## config.mk

```make
export PLATFORM = sky130hd
export DESIGN_NAME = hts_fifo
export DESIGN_NICKNAME = d
export VERILOG_FILES = /design/src/hts_pkg.sv /design/src/hts_fifo.sv
export SDC_FILE = /design/constraint.sdc
export NUM_CORES = 1
export LEC_CHECK = 0
export BUFFER_PORTS_ARGS = -buffer_cell sky130_fd_sc_hd__buf_2
export CAP_MARGIN = 15
export CORE_MARGIN = 4
export CORE_UTILIZATION = 46
export CTS_BUF_LIST = sky130_fd_sc_hd__clkbuf_4 sky130_fd_sc_hd__clkbuf_8 sky130_fd_sc_hd__clkbuf_16
export DETAILED_ROUTE_END_ITERATION = 8
export PLACE_DENSITY = 0.66
export SYNTH_ARGS = -nofsm -noshare
export SYNTH_HDL_FRONTEND = slang
export SYNTH_SLANG_ARGS = --single-unit
```

## constraint.sdc

```tcl
create_clock -name clk_i -period 6.1 [get_ports clk_i]
set_input_delay 0.61 -clock clk_i [delete_from_list [all_inputs] [get_ports clk_i]]
set_output_delay 0.61 -clock clk_i [all_outputs]
set_load 0.01 [all_outputs]
```

## src/hts_pkg.sv

```systemverilog
// Shared types and constants of the height sampler.
package hts_pkg;

  localparam int unsigned MaxSide = 256;

  typedef enum logic [2:0] {
    RegMapSide   = 3'd0,
    RegCellSizeX = 3'd1,
    RegCellRecX  = 3'd2,
    RegCellSizeZ = 3'd3,
    RegCellRecZ  = 3'd4,
    RegGain      = 3'd5
  } hts_reg_e;

  typedef struct packed {
    logic [8:0]  side;
    logic [15:0] size_x;
    logic [23:0] recip_x;
    logic [15:0] size_z;
    logic [23:0] recip_z;
    logic [15:0] gain;
  } hts_cfg_t;

  // One queued request: a load (a_bl is the write address) or a query.
  typedef struct packed {
    logic               is_query;
    logic               ok;
    logic [15:0]        a_bl;
    logic [15:0]        a_br;
    logic [15:0]        a_tl;
    logic [15:0]        a_tr;
    logic [15:0]        fx;
    logic [15:0]        fz;
    logic signed [23:0] px;
    logic signed [23:0] pz;
    logic [7:0]         wval;
  } hts_entry_t;

endpackage

```

## src/hts_fifo.sv

```systemverilog
// Short request queue between front and back.
module hts_fifo #(
  parameter int unsigned Depth = 4
) (
  input  logic                clk_i,
  input  logic                rst_ni,
  input  logic                push_i,
  input  hts_pkg::hts_entry_t entry_i,
  output logic                ready_o,
  input  logic                pop_i,
  output logic                valid_o,
  output hts_pkg::hts_entry_t entry_o
);
  import hts_pkg::*;

  localparam int unsigned PtrW = $clog2(Depth);
  localparam int unsigned CntW = $clog2(Depth + 1);

  hts_entry_t    mem_q [Depth];
  logic [PtrW-1:0] wp_q, rp_q;
  logic [CntW-1:0] cnt_q;
  logic do_push, do_pop;

  assign ready_o = cnt_q != CntW'(Depth);
  assign valid_o = cnt_q != '0;
  assign entry_o = mem_q[rp_q];
  assign do_push = push_i && ready_o;
  assign do_pop  = pop_i && valid_o;

  always_ff @(posedge clk_i or negedge rst_ni) begin
    if (!rst_ni) begin
      wp_q  <= '0;
      rp_q  <= '0;
      cnt_q <= '0;
    end else begin
      if (do_push) begin
        wp_q <= (wp_q == PtrW'(Depth - 1)) ? '0 : wp_q + 1'b1;
      end
      if (do_pop) begin
        rp_q <= (rp_q == PtrW'(Depth - 1)) ? '0 : rp_q + 1'b1;
      end
      cnt_q <= cnt_q + CntW'(do_push) - CntW'(do_pop);
    end
  end

  always_ff @(posedge clk_i) begin
    if (do_push) begin
      mem_q[wp_q] <= entry_i;
    end
  end
endmodule

```

# --- Yosys cells after proc, flatten, opt, wreduce, memory -nomap -nowiden ---
# Memories as Yosys holds them, arrays and structs flattened.
# Cells that the tools add are included.
classes:
  reduce_logical: 3
  n_addsub: 4
  n_eq_ne: 3
  muxes: 4
op_table:
  columns: ["operator", "n"]
  rows:
  - ["2-bit by 1-bit adder with 2-bit output (second input constant)", 2]
  - ["2-bit == test (second input constant)", 2]
  - ["2-bit two-way mux", 2]
  - ["3-bit by 1-bit adder with 3-bit output", 1]
  - ["3-bit != test (second input constant)", 1]
  - ["3-bit nonzero test", 1]
  - ["3-bit by 1-bit subtractor with 3-bit output", 1]
  - ["1-bit logical AND", 2]
  - ["1-bit two-way mux", 2]
word_totals:
  out_inout_bits: 156
  n_memories: 1
  ff_bits: 7
  ramBits: 616
  input_bits: 158
mem_list:
  columns: ["memory", "words", "width", "rd", "rd_ports_with_merged_regs", "wr", "line_no", "rtl"]
  rows:
  - ["mem_q", 4, 154, 1, 0, 1, "hts_fifo.sv:19", "hts_entry_t mem_q [Depth];"]

# --- Longest topological paths before layout ---
# Gate-level depths: netlist of run 1.
logic_depth:
  word_depth: 4
  depth_mapped: 10
  depth_no_buf: 10

# --- Worst setup path after synthesis of run 1 ---
# OpenSTA, ideal clock, no wires.
synth_timing:
  path_kind: "reg2reg"
  startpoint: "reg cnt_q[2]"
  endpoint: "mem mem_q[0][0] in the netlist's numbering (enable)"
  path_stages_with_launch: 3
  path_slack_ps: 3093
  period_less_slack_ps: 3007
  arrival_ps: 2561
  path_buffers: 0
  path_cell_list: "dfrtp_1 or3b_4 and3_2"
synth_via:
  elab_chain_cells: 4
synth_rtl:
  columns: ["item", "line_no", "rtl"]
  rows:
  - ["from (decl)", "hts_fifo.sv:21", "logic [CntW-1:0] cnt_q;"]
  - ["from (signal assigned)", "hts_fifo.sv:42", "cnt_q <= cnt_q + CntW'(do_push) - CntW'(do_pop);"]
  - ["3-bit != test", "hts_fifo.sv:24", "assign ready_o = cnt_q != CntW'(Depth);"]
  - ["net ready_o", "hts_fifo.sv:9", "output logic ready_o,"]
  - ["1-bit logical AND", "hts_fifo.sv:27", "assign do_push = push_i && ready_o;"]
  - ["1-bit two-way mux", "hts_fifo.sv:47", "if (do_push) begin"]
  - ["1-bit two-way mux (implied by the code)", "hts_fifo.sv:48", "mem_q[wp_q] <= entry_i;"]
  - ["to (decl)", "hts_fifo.sv:19", null]
# The timed path passes the listed nets, and every way through them passes these cells.

==> results of run 1 <==
==> layout make-up <==
class	instances	area [um2]	area share
diodes	1	2.502	0.00009276
clock buffers	72	1609	0.05965
clock inverters	40	362.8	0.01345
inverters	7	26.28	0.0009740
multi-input cells	178	3730	0.1383
flip-flops and latches	623	18680	0.6925
well taps	664	830.8	0.03080
repair buffers	330	1734	0.06429
==> cells in the final DEF (no fill, tap or decap), types with 2 or more instances in the layout <==
master      instances
inv_1               7
buf_12              3
bufinv_16           6
dfrtp_4             2
clkbuf_16          61
xnor2_1             2
clkinv_1           12
inv_6               3
clkinvlp_4          5
buf_4              13
mux4_2            154
ha_1                7
and3_4              4
dfrtp_1             5
buf_2             313
edfxtp_1          616
nor2_1              2
clkbuf_4           11
mux2_4              2
mux2_2              2
clkinv_2           13
==> worst min-delay path by stage <==
| stage | from | end | slack, ps |
|---|---|---|---|
| after global placement | rst_ni | cnt_q[0]$_DFF_PN0_ | 460 |
| final | entry_i[15] | mem_q[1][15]$_DFFE_PP_ | 220 |
| after floorplan | rst_ni | cnt_q[0]$_DFF_PN0_ | 310 |
| after CTS | entry_i[142] | mem_q[1][142]$_DFFE_PP_ | 170 |
| after global routing | entry_i[9] | mem_q[0][9]$_DFFE_PP_ | 170 |
| after detailed placement | rst_ni | cnt_q[0]$_DFF_PN0_ | 460 |
==> flip-flops by register name (all words and copies together), names as in the netlist <==
signal	flops
rp_q	2
mem_q	616
cnt_q	3
wp_q	2
==> cells by family (layout without fill, tap and decap cells) <==
group                      Yosys count  in the layout  synth area share
muxes                              158            158            0.1552
xor gates and xnor gates             2              2         0.0007725
other                                0              1                 0
and+or+nand+nor                     10             10          0.003034
DFF                                623            623            0.8233
buffers and inverters               42            449           0.01291
adders and majority gates            8              8          0.004744
==> per-layer routing <==
layer / vias up / part of all wire / track usage / wire, um
met1: 5277 / 0.42 / 0.2257 / 18020
met3: 75 / 0.078 / 0.05662 / 3335
met5: - / 0.0023 / 0 / 99
met4: 18 / 0.018 / 0.04064 / 780
met2: 313 / 0.48 / 0.2545 / 20670
li1: 4385 / - / - / -
==> worst reg2reg max path, stage by stage, from the launching register on <==
cell and delay (ps):
dfrtp_1 400, or3b_4 270, and3_4 750, buf_4 690
==> metrics by stage <==
stage / setup WS (ps) / hold slack [ps]
3_3_place_gp: 2926 / 460.0
4_1_cts: 2261 / 166.3
3_5_place_dp: 2925 / 462.2
6_report: 2412 / 218.1
5_1_grt: 2104 / 171.6
2_1_floorplan: 3093 / 314.4
==> power groups by stage <==
| stage | combinational, mW | clock, mW | sequential [mW] |
|---|---|---|---|
| floorplan | 2.54 | 0 | 5.90 |
| global placement | 3.77 | 0 | 6.03 |
| detailed placement | 3.77 | 0 | 6.08 |
| CTS | 3.78 | 3.74 | 5.99 |
| global route | 3.95 | 3.94 | 6.05 |
| finish | 3.66 | 3.64 | 5.97 |
==> what timing repair did <==
action / 4_1_cts / 5_1_grt
hold endpoints to repair: 7 / 0
setup endpoints to repair: 0 / 0
hold buffers: 1 / 0
buffers inserted: 0 / 0
==> results by group, run 1 <==
Synthesis
  • Top cells by area, synth: edfxtp_1 82%, mux4_2 15%, buf_6 0.79%, dfrtp_1 0.77%, ha_1 0.39%
  • Syn_area_per_cell: 26.90 um2
  • Post-Syn Instances: 843
  • Ys Warns: 0
  • Async S/R FF share, synth: 0.01124
  • Post-synthesis cell area: 22680 um2
  • Post-synth top area cell: edfxtp_1
  • Count leader, synth: edfxtp_1
  • Ys flop type: edfxtp_1
  • Mapped Nets: 1009
  • Seq cells post-synth: 623
  • Netlist cell types: 20
  • Number of synthesized flops with an enable pin: 616
  • Synth top cells by count: 616 x edfxtp_1, 154 x mux4_2, 16 x buf_6
  • Sequential-to-total area share from yosys stat: 0.8233
  • Synth top area share: 0.8156

Timing
  • Worst Max-Slew Pin Slew: 889.8 ps
  • Tmin final: 3688 ps
  • RSZ-0062 raised after global routing: false
  • Setup Viol. Count Final: 0
  • Setup tns final: 0 ps
  • Layout Skew: 15.71 ps
  • Fmax: 271.1 MHz
  • Slew Limit Fails: 0
  • Worst slew margin: 0.4068
  • Fin. Hold Viols: 0
  • Fin crit share: 0.6046

Clocking
  • CTS Buffer Depth: 3
  • Num CTS Buffers: 60
  • CTS H-Tree Depth: 2
  • Clk root buf: clkbuf_16
  • CTS sink count: 623
  • Clock Latency Late Sink: 600 ps
  • Reg clk slew, reported paths: 60 ps
  • Post-cts resize count: 0
  • TritonCTS clock tree: done

Setup path
  • Startpoint Class: flip-flop
  • Worst path slowest cell: dfrtp_4
  • Cell Chain, Critical Path: buf_12, mux4_2, buf_2
  • R2R Setup Slk: 3560 ps
  • Crit path launch: rp_q[0]$_DFFE_PN0P_
  • Crit path buffers/inverters: 2
  • Reg2Reg Depth: 3
  • Top delay family on crit path: flip-flops
  • Critical path depth in cells: 3
  • WP data required: 5490 ps
  • Setup CP Type: flip-flop to output pin
  • Crit path to: entry_o[31]
  • R2R Path Start: cnt_q[2]$_DFF_PN0_
  • Crit. End Element: output pin
  • Critical Path AT: 3080 ps
  • Slowest stage delay, CP: 950 ps
  • Reg2reg end: mem_q[2][72]$_DFFE_PP_
  • Worst Path Max Fanout: 86

Routing
  • Drt total wl: 42.91 mm
  • 1st-iter DRT viols: 738
  • Drt first pass iters: 6
  • DRC errors left: 0
  • Antenna viol nets, final: 0
  • Drt wl/cell: 22.41 um
  • Via Count: 10070
  • Via/cell ratio: 5.257

Power
  • Int Pwr: 9.463 mW
  • Sw Share: 0.2863
  • Overall power: 13.26 mW
  • Pwr Density: 491.5 nW/um2
  • Pleak: 9.147 nW
  • Logic gate share of total power: 0.276
  • Max VDD drop: 306.7 uV
  • Share of power burned in the clock network: 0.274
  • Register share of total power: 0.450
  • Sw Pwr: 3.796 mW

Placement
  • Placed cell count: 1801
  • IO buf count: 313
  • Gpl congestion: 0.7153
  • Post-DP HPWL: 25.54 mm
  • Placed inst area: 24990 um2

Finish
  • Layout Cells excl Fill: 1915
  • Post-layout util: 0.5522
  • Design area: 26980 um2
  • Share of cells above drive strength 1: 0.4768
  • Area Overhead vs Synth: 18.94%
  • # fillers: 3675
  • # nets final: 1366

Floorplan
  • IO Count: 314
  • Initial core utilization: 0.4643
  • Die Area: 52920 um2
  • Chip width: 230.1 um
  • Chip height: 230.1 um
  • Rows: 81
  • Total core area: 48850 um2

Job
  • Max-cap viol count: 0

Status
  • Outcome: completed

GRT
  • Overall routing resource usage: 0.1634
  • Antenna violations before repair: 10
  • Largest net degree at the start of global routing: 87
  • First-pass GRT wire length: 66.16 mm
  • Vias in the first global route: 10830
  • Remaining Overflow, GRT: 0

Worst hold path
  • Hold depth: 1
  • Hold Crit Class: input port to flip-flop
Power figures use the tool's default switching activity.
==> inputs of run 2 (changes only) <==
Settings changed: ABC_AREA set to 1, PLACE_DENSITY 0.66 to 0.68.
Clock period 6.1 ns to 3 ns, I/O delays scaled along.
==> run 2 against run 1 <==
Effect of this change:
- worst setup slack lost 2100 ps
- synthesized cell count grew 120%
- combinational power grew to 2.9 times the previous value
- power grew 130%
- via count grew 53%
- cell area grew 17%
- clock power grew 120%
- synthesized area grew 11%
- worst hold slack lost 69 ps
- sequential share of layout area shrank 9.9 points
- critical endpoint is now entry_o[10]
- highest routed layer is now met4
==> results by group, run 2 <==
Status
  • Outcome: completed (unchanged)

Floorplan
  • IO Count: 314 (unchanged)
  • Rows: 85 (was 81)
  • Chip width: 242.2 um (was 230.1 um)
  • Die Area: 58640 um2 (was 52920 um2)
  • Total core area: 54030 um2 (was 48850 um2)
  • Initial core utilization: 0.4669 (was 0.4643)
  • Chip height: 242.2 um (was 230.1 um)

Setup path
  • Worst Path Max Fanout: 60 (was 86)
  • Reg2reg end: mem_q[0][17]$_DFFE_PP_ (was mem_q[2][72]$_DFFE_PP_)
  • Crit. End Element: output pin (unchanged)
  • WP data required: 2700 ps (was 5490 ps)
  • Startpoint Class: flip-flop (unchanged)
  • Setup CP Type: flip-flop to output pin (unchanged)
  • R2R Path Start: cnt_q[1]$_DFF_PN0_ (was cnt_q[2]$_DFF_PN0_)
  • Crit path to: entry_o[10] (was entry_o[31])
  • R2R Setup Slk: 1000 ps (was 3560 ps)
  • Reg2Reg Depth: 5 (was 3)
  • Cell Chain, Critical Path: buf_4, nand2_1, o211ai_1, nand2_1, buf_2 (was buf_12, mux4_2, buf_2)
  • Slowest stage delay, CP: 660 ps (was 950 ps)
  • Crit path launch: rp_q[0]$_DFFE_PN0P_ (unchanged)
  • Most frequent CP cell: nand2_1
  • Worst path slowest cell: dfrtp_4 (unchanged)
  • Critical Path AT: 2340 ps (was 3080 ps)

GRT
  • Antenna violations before repair: 4 (was 10)
  • Vias in the first global route: 15640 (was 10830)
  • Largest net degree at the start of global routing: 157 (was 87)
  • Remaining Overflow, GRT: 0 (unchanged)
  • Overall routing resource usage: 0.1805 (was 0.1634)
  • First-pass GRT wire length: 84.44 mm (was 66.16 mm)

Routing
  • Antenna viol nets, final: 0 (unchanged)
  • 1st-iter DRT viols: 909 (was 738)
  • Via/cell ratio: 5.017 (was 5.257)
  • Drt total wl: 53.92 mm (was 42.91 mm)
  • Drt wl/cell: 17.54 um (was 22.41 um)
  • DRC errors left: 0 (unchanged)
  • Drt first pass iters: 5 (was 6)
  • Via Count: 15420 (was 10070)

Finish
  • Layout Cells excl Fill: 3074 (was 1915)
  • Post-layout util: 0.5825 (was 0.5522)
  • # fillers: 4104 (was 3675)
  • Area Overhead vs Synth: 24.77% (was 18.94%)
  • Largest Register: mem_q (unchanged)
  • Share of cells above drive strength 1: 0.2384 (was 0.4768)
  • Design area: 31470 um2 (was 26980 um2)
  • Commonest non-fill, non-tap cell in the layout: edfxtp_1 (unchanged)
  • Most frequent cells in the layout: 616 x edfxtp_1, 477 x nand2_1, 321 x inv_1 (was 616 x edfxtp_1, 313 x buf_2, 154 x mux4_2)
  • Max reg flops: 616 (unchanged)
  • # nets final: 2497 (was 1366)
  • Largest regs: mem_q (616), cnt_q (3) (unchanged)

Synthesis
  • Async S/R FF share, synth: 0.01124 (unchanged)
  • Top cells by area, synth: edfxtp_1 73%, nand2_1 7.1%, o211ai_1 6.2%, o211ai_2 5.0%, inv_1 4.8% (was edfxtp_1 82%, mux4_2 15%, buf_6 0.79%, dfrtp_1 0.77%, ha_1 0.39%)
  • Sequential-to-total area share from yosys stat: 0.7403 (was 0.8233)
  • Ys flop type: edfxtp_1 (unchanged)
  • Count leader, synth: edfxtp_1 (unchanged)
  • Synth top cells by count: 616 x edfxtp_1, 479 x nand2_1, 321 x inv_1 (was 616 x edfxtp_1, 154 x mux4_2, 16 x buf_6)
  • Synth top area share: 0.7334 (was 0.8156)
  • Post-synthesis cell area: 25220 um2 (was 22680 um2)
  • Number of synthesized flops with an enable pin: 616 (unchanged)
  • Ys Warns: 0 (unchanged)
  • Mapped Nets: 2020 (was 1009)
  • Netlist cell types: 16 (was 20)
  • Post-synth top area cell: edfxtp_1 (unchanged)
  • Post-Syn Instances: 1854 (was 843)
  • Syn_area_per_cell: 13.60 um2 (was 26.90 um2)
  • Seq cells post-synth: 623 (unchanged)

Power
  • Overall power: 30.45 mW (was 13.26 mW)
  • Logic gate share of total power: 0.343 (was 0.276)
  • Int Pwr: 20.06 mW (was 9.463 mW)
  • Sw Share: 0.3413 (was 0.2863)
  • Pwr Density: 967.7 nW/um2 (was 491.5 nW/um2)
  • Sw Pwr: 10.39 mW (was 3.796 mW)
  • Register share of total power: 0.391 (was 0.450)
  • Max VDD drop: 554.8 uV (was 306.7 uV)
  • Share of power burned in the clock network: 0.266 (was 0.274)
  • Pleak: 12.59 nW (was 9.147 nW)

Timing
  • Tmin final: 2640 ps
  • Worst Max-Slew Pin Slew: 868.0 ps (was 889.8 ps)
  • Worst slew margin: 0.4213 (was 0.4068)
  • Fmax: 378.8 MHz
  • Worst Hold Slack: 148.7 ps (was 218.1 ps)
  • Setup Viol. Count Final: 0 (unchanged)
  • Slew Limit Fails: 0 (unchanged)
  • RSZ-0062 raised after global routing: false (unchanged)
  • Layout Skew: 12.84 ps (was 15.71 ps)
  • Fin. Hold Viols: 0 (unchanged)
  • Fin crit share: 0.8800
  • Setup ws final: 359.9 ps (was 2412 ps)
  • Setup tns final: 0 ps (unchanged)

Placement
  • Post-DP HPWL: 30.71 mm (was 25.54 mm)
  • Placed cell count: 2802 (was 1801)
  • Placed inst area: 27730 um2 (was 24990 um2)
  • Gpl congestion: 0.7378 (was 0.7153)
  • IO buf count: 313 (unchanged)
  • Worst slack, placed: 920.9 ps (was 2925 ps)

Clocking
  • CTS sink count: 623 (unchanged)
  • TritonCTS clock tree: done (unchanged)
  • Post-cts resize count: 0 (unchanged)
  • Clk root buf: clkbuf_16 (unchanged)
  • Clock Latency Late Sink: 580 ps (was 600 ps)
  • CTS H-Tree Depth: 3 (was 2)
  • Reg clk slew, reported paths: 60 ps (about the same)
  • Num CTS Buffers: 66 (was 60)
  • CTS Buffer Depth: 3 (unchanged)

Worst hold path
  • Hold Crit Class: input port to asynchronous set/reset pin (was input port to flip-flop)

Job
  • Max-cap viol count: 0 (unchanged)
==> run 2: power groups by stage <==
stage               sequential (mW)  combinational, mW  clock (mW)
finish                         11.9               10.5        8.09
global route                   12.0               11.5        8.65
CTS                            11.9               10.6        8.29
detailed placement             12.1               10.4           0
global placement               12.0               10.3           0
floorplan                      12.0               6.59           0
==> run 2: area by class of cell <==
class / instances / area [um2] / share of cell area
Clock inverter: 24 / 297.8 / 0.009462
Antenna cell: 4 / 10.01 / 0.0003181
Inverter: 322 / 1216 / 0.03865
Clock buffer: 87 / 1862 / 0.05916
Sequential cell: 623 / 18680 / 0.5936
Multi-Input combinational cell: 807 / 4812 / 0.1529
Timing Repair Buffer: 511 / 3721 / 0.1182
Tap cell: 696 / 870.8 / 0.02767
==> run 2: critical path, delay by kind of cell, from the launching register on <==
family                 cells  cell delay [ps]
AOI/OAI and AO/OA          1              130
buffers and inverters      2              720
DFF                        1              660
and+or+nand+nor            2              220
==> run 2: logic make-up after synthesis <==
| group | after synthesis | share of synthesized area |
|---|---|---|
| DFF | 623 | 0.7403 |
| and+or+nand+nor | 491 | 0.07332 |
| buffers and inverters | 424 | 0.07059 |
| AOI/OAI and AO/OA | 308 | 0.1115 |
| adders and majority gates | 8 | 0.004266 |
==> run 2: metal layers <==
metal / vias up / track usage / routed length, um
li1: 7423 / - / -
met1: 7479 / 0.2204 / 21690
met4: 0 / 0.06351 / 1398
met2: 424 / 0.3161 / 27340
met3: 95 / 0.04217 / 3493
met5: - / 0 / 0
==> run 2: worst min path at each step <==
| stage | from | slack (ps) | endpoint |
|---|---|---|---|
| floorplan | rst_ni | 4 | cnt_q[0]$_DFF_PN0_ |
| global placement | rst_ni | 140 | rp_q[1]$_DFFE_PN0P_ |
| detailed placement | rst_ni | 140 | rp_q[1]$_DFFE_PN0P_ |
| CTS | rst_ni | 80 | cnt_q[0]$_DFF_PN0_ |
| global route | rst_ni | 120 | rp_q[1]$_DFFE_PN0P_ |
| finish | rst_ni | 150 | rp_q[1]$_DFFE_PN0P_ |
==> run 2: timing repair <==
| action | CTS | global route |
|---|---|---|
| hold buffers | 157 | 0 |
| hold endpoints to repair | 627 | 0 |
| buffers inserted | 0 | 0 |
| endpoints found under the setup margin | 0 | 0 |
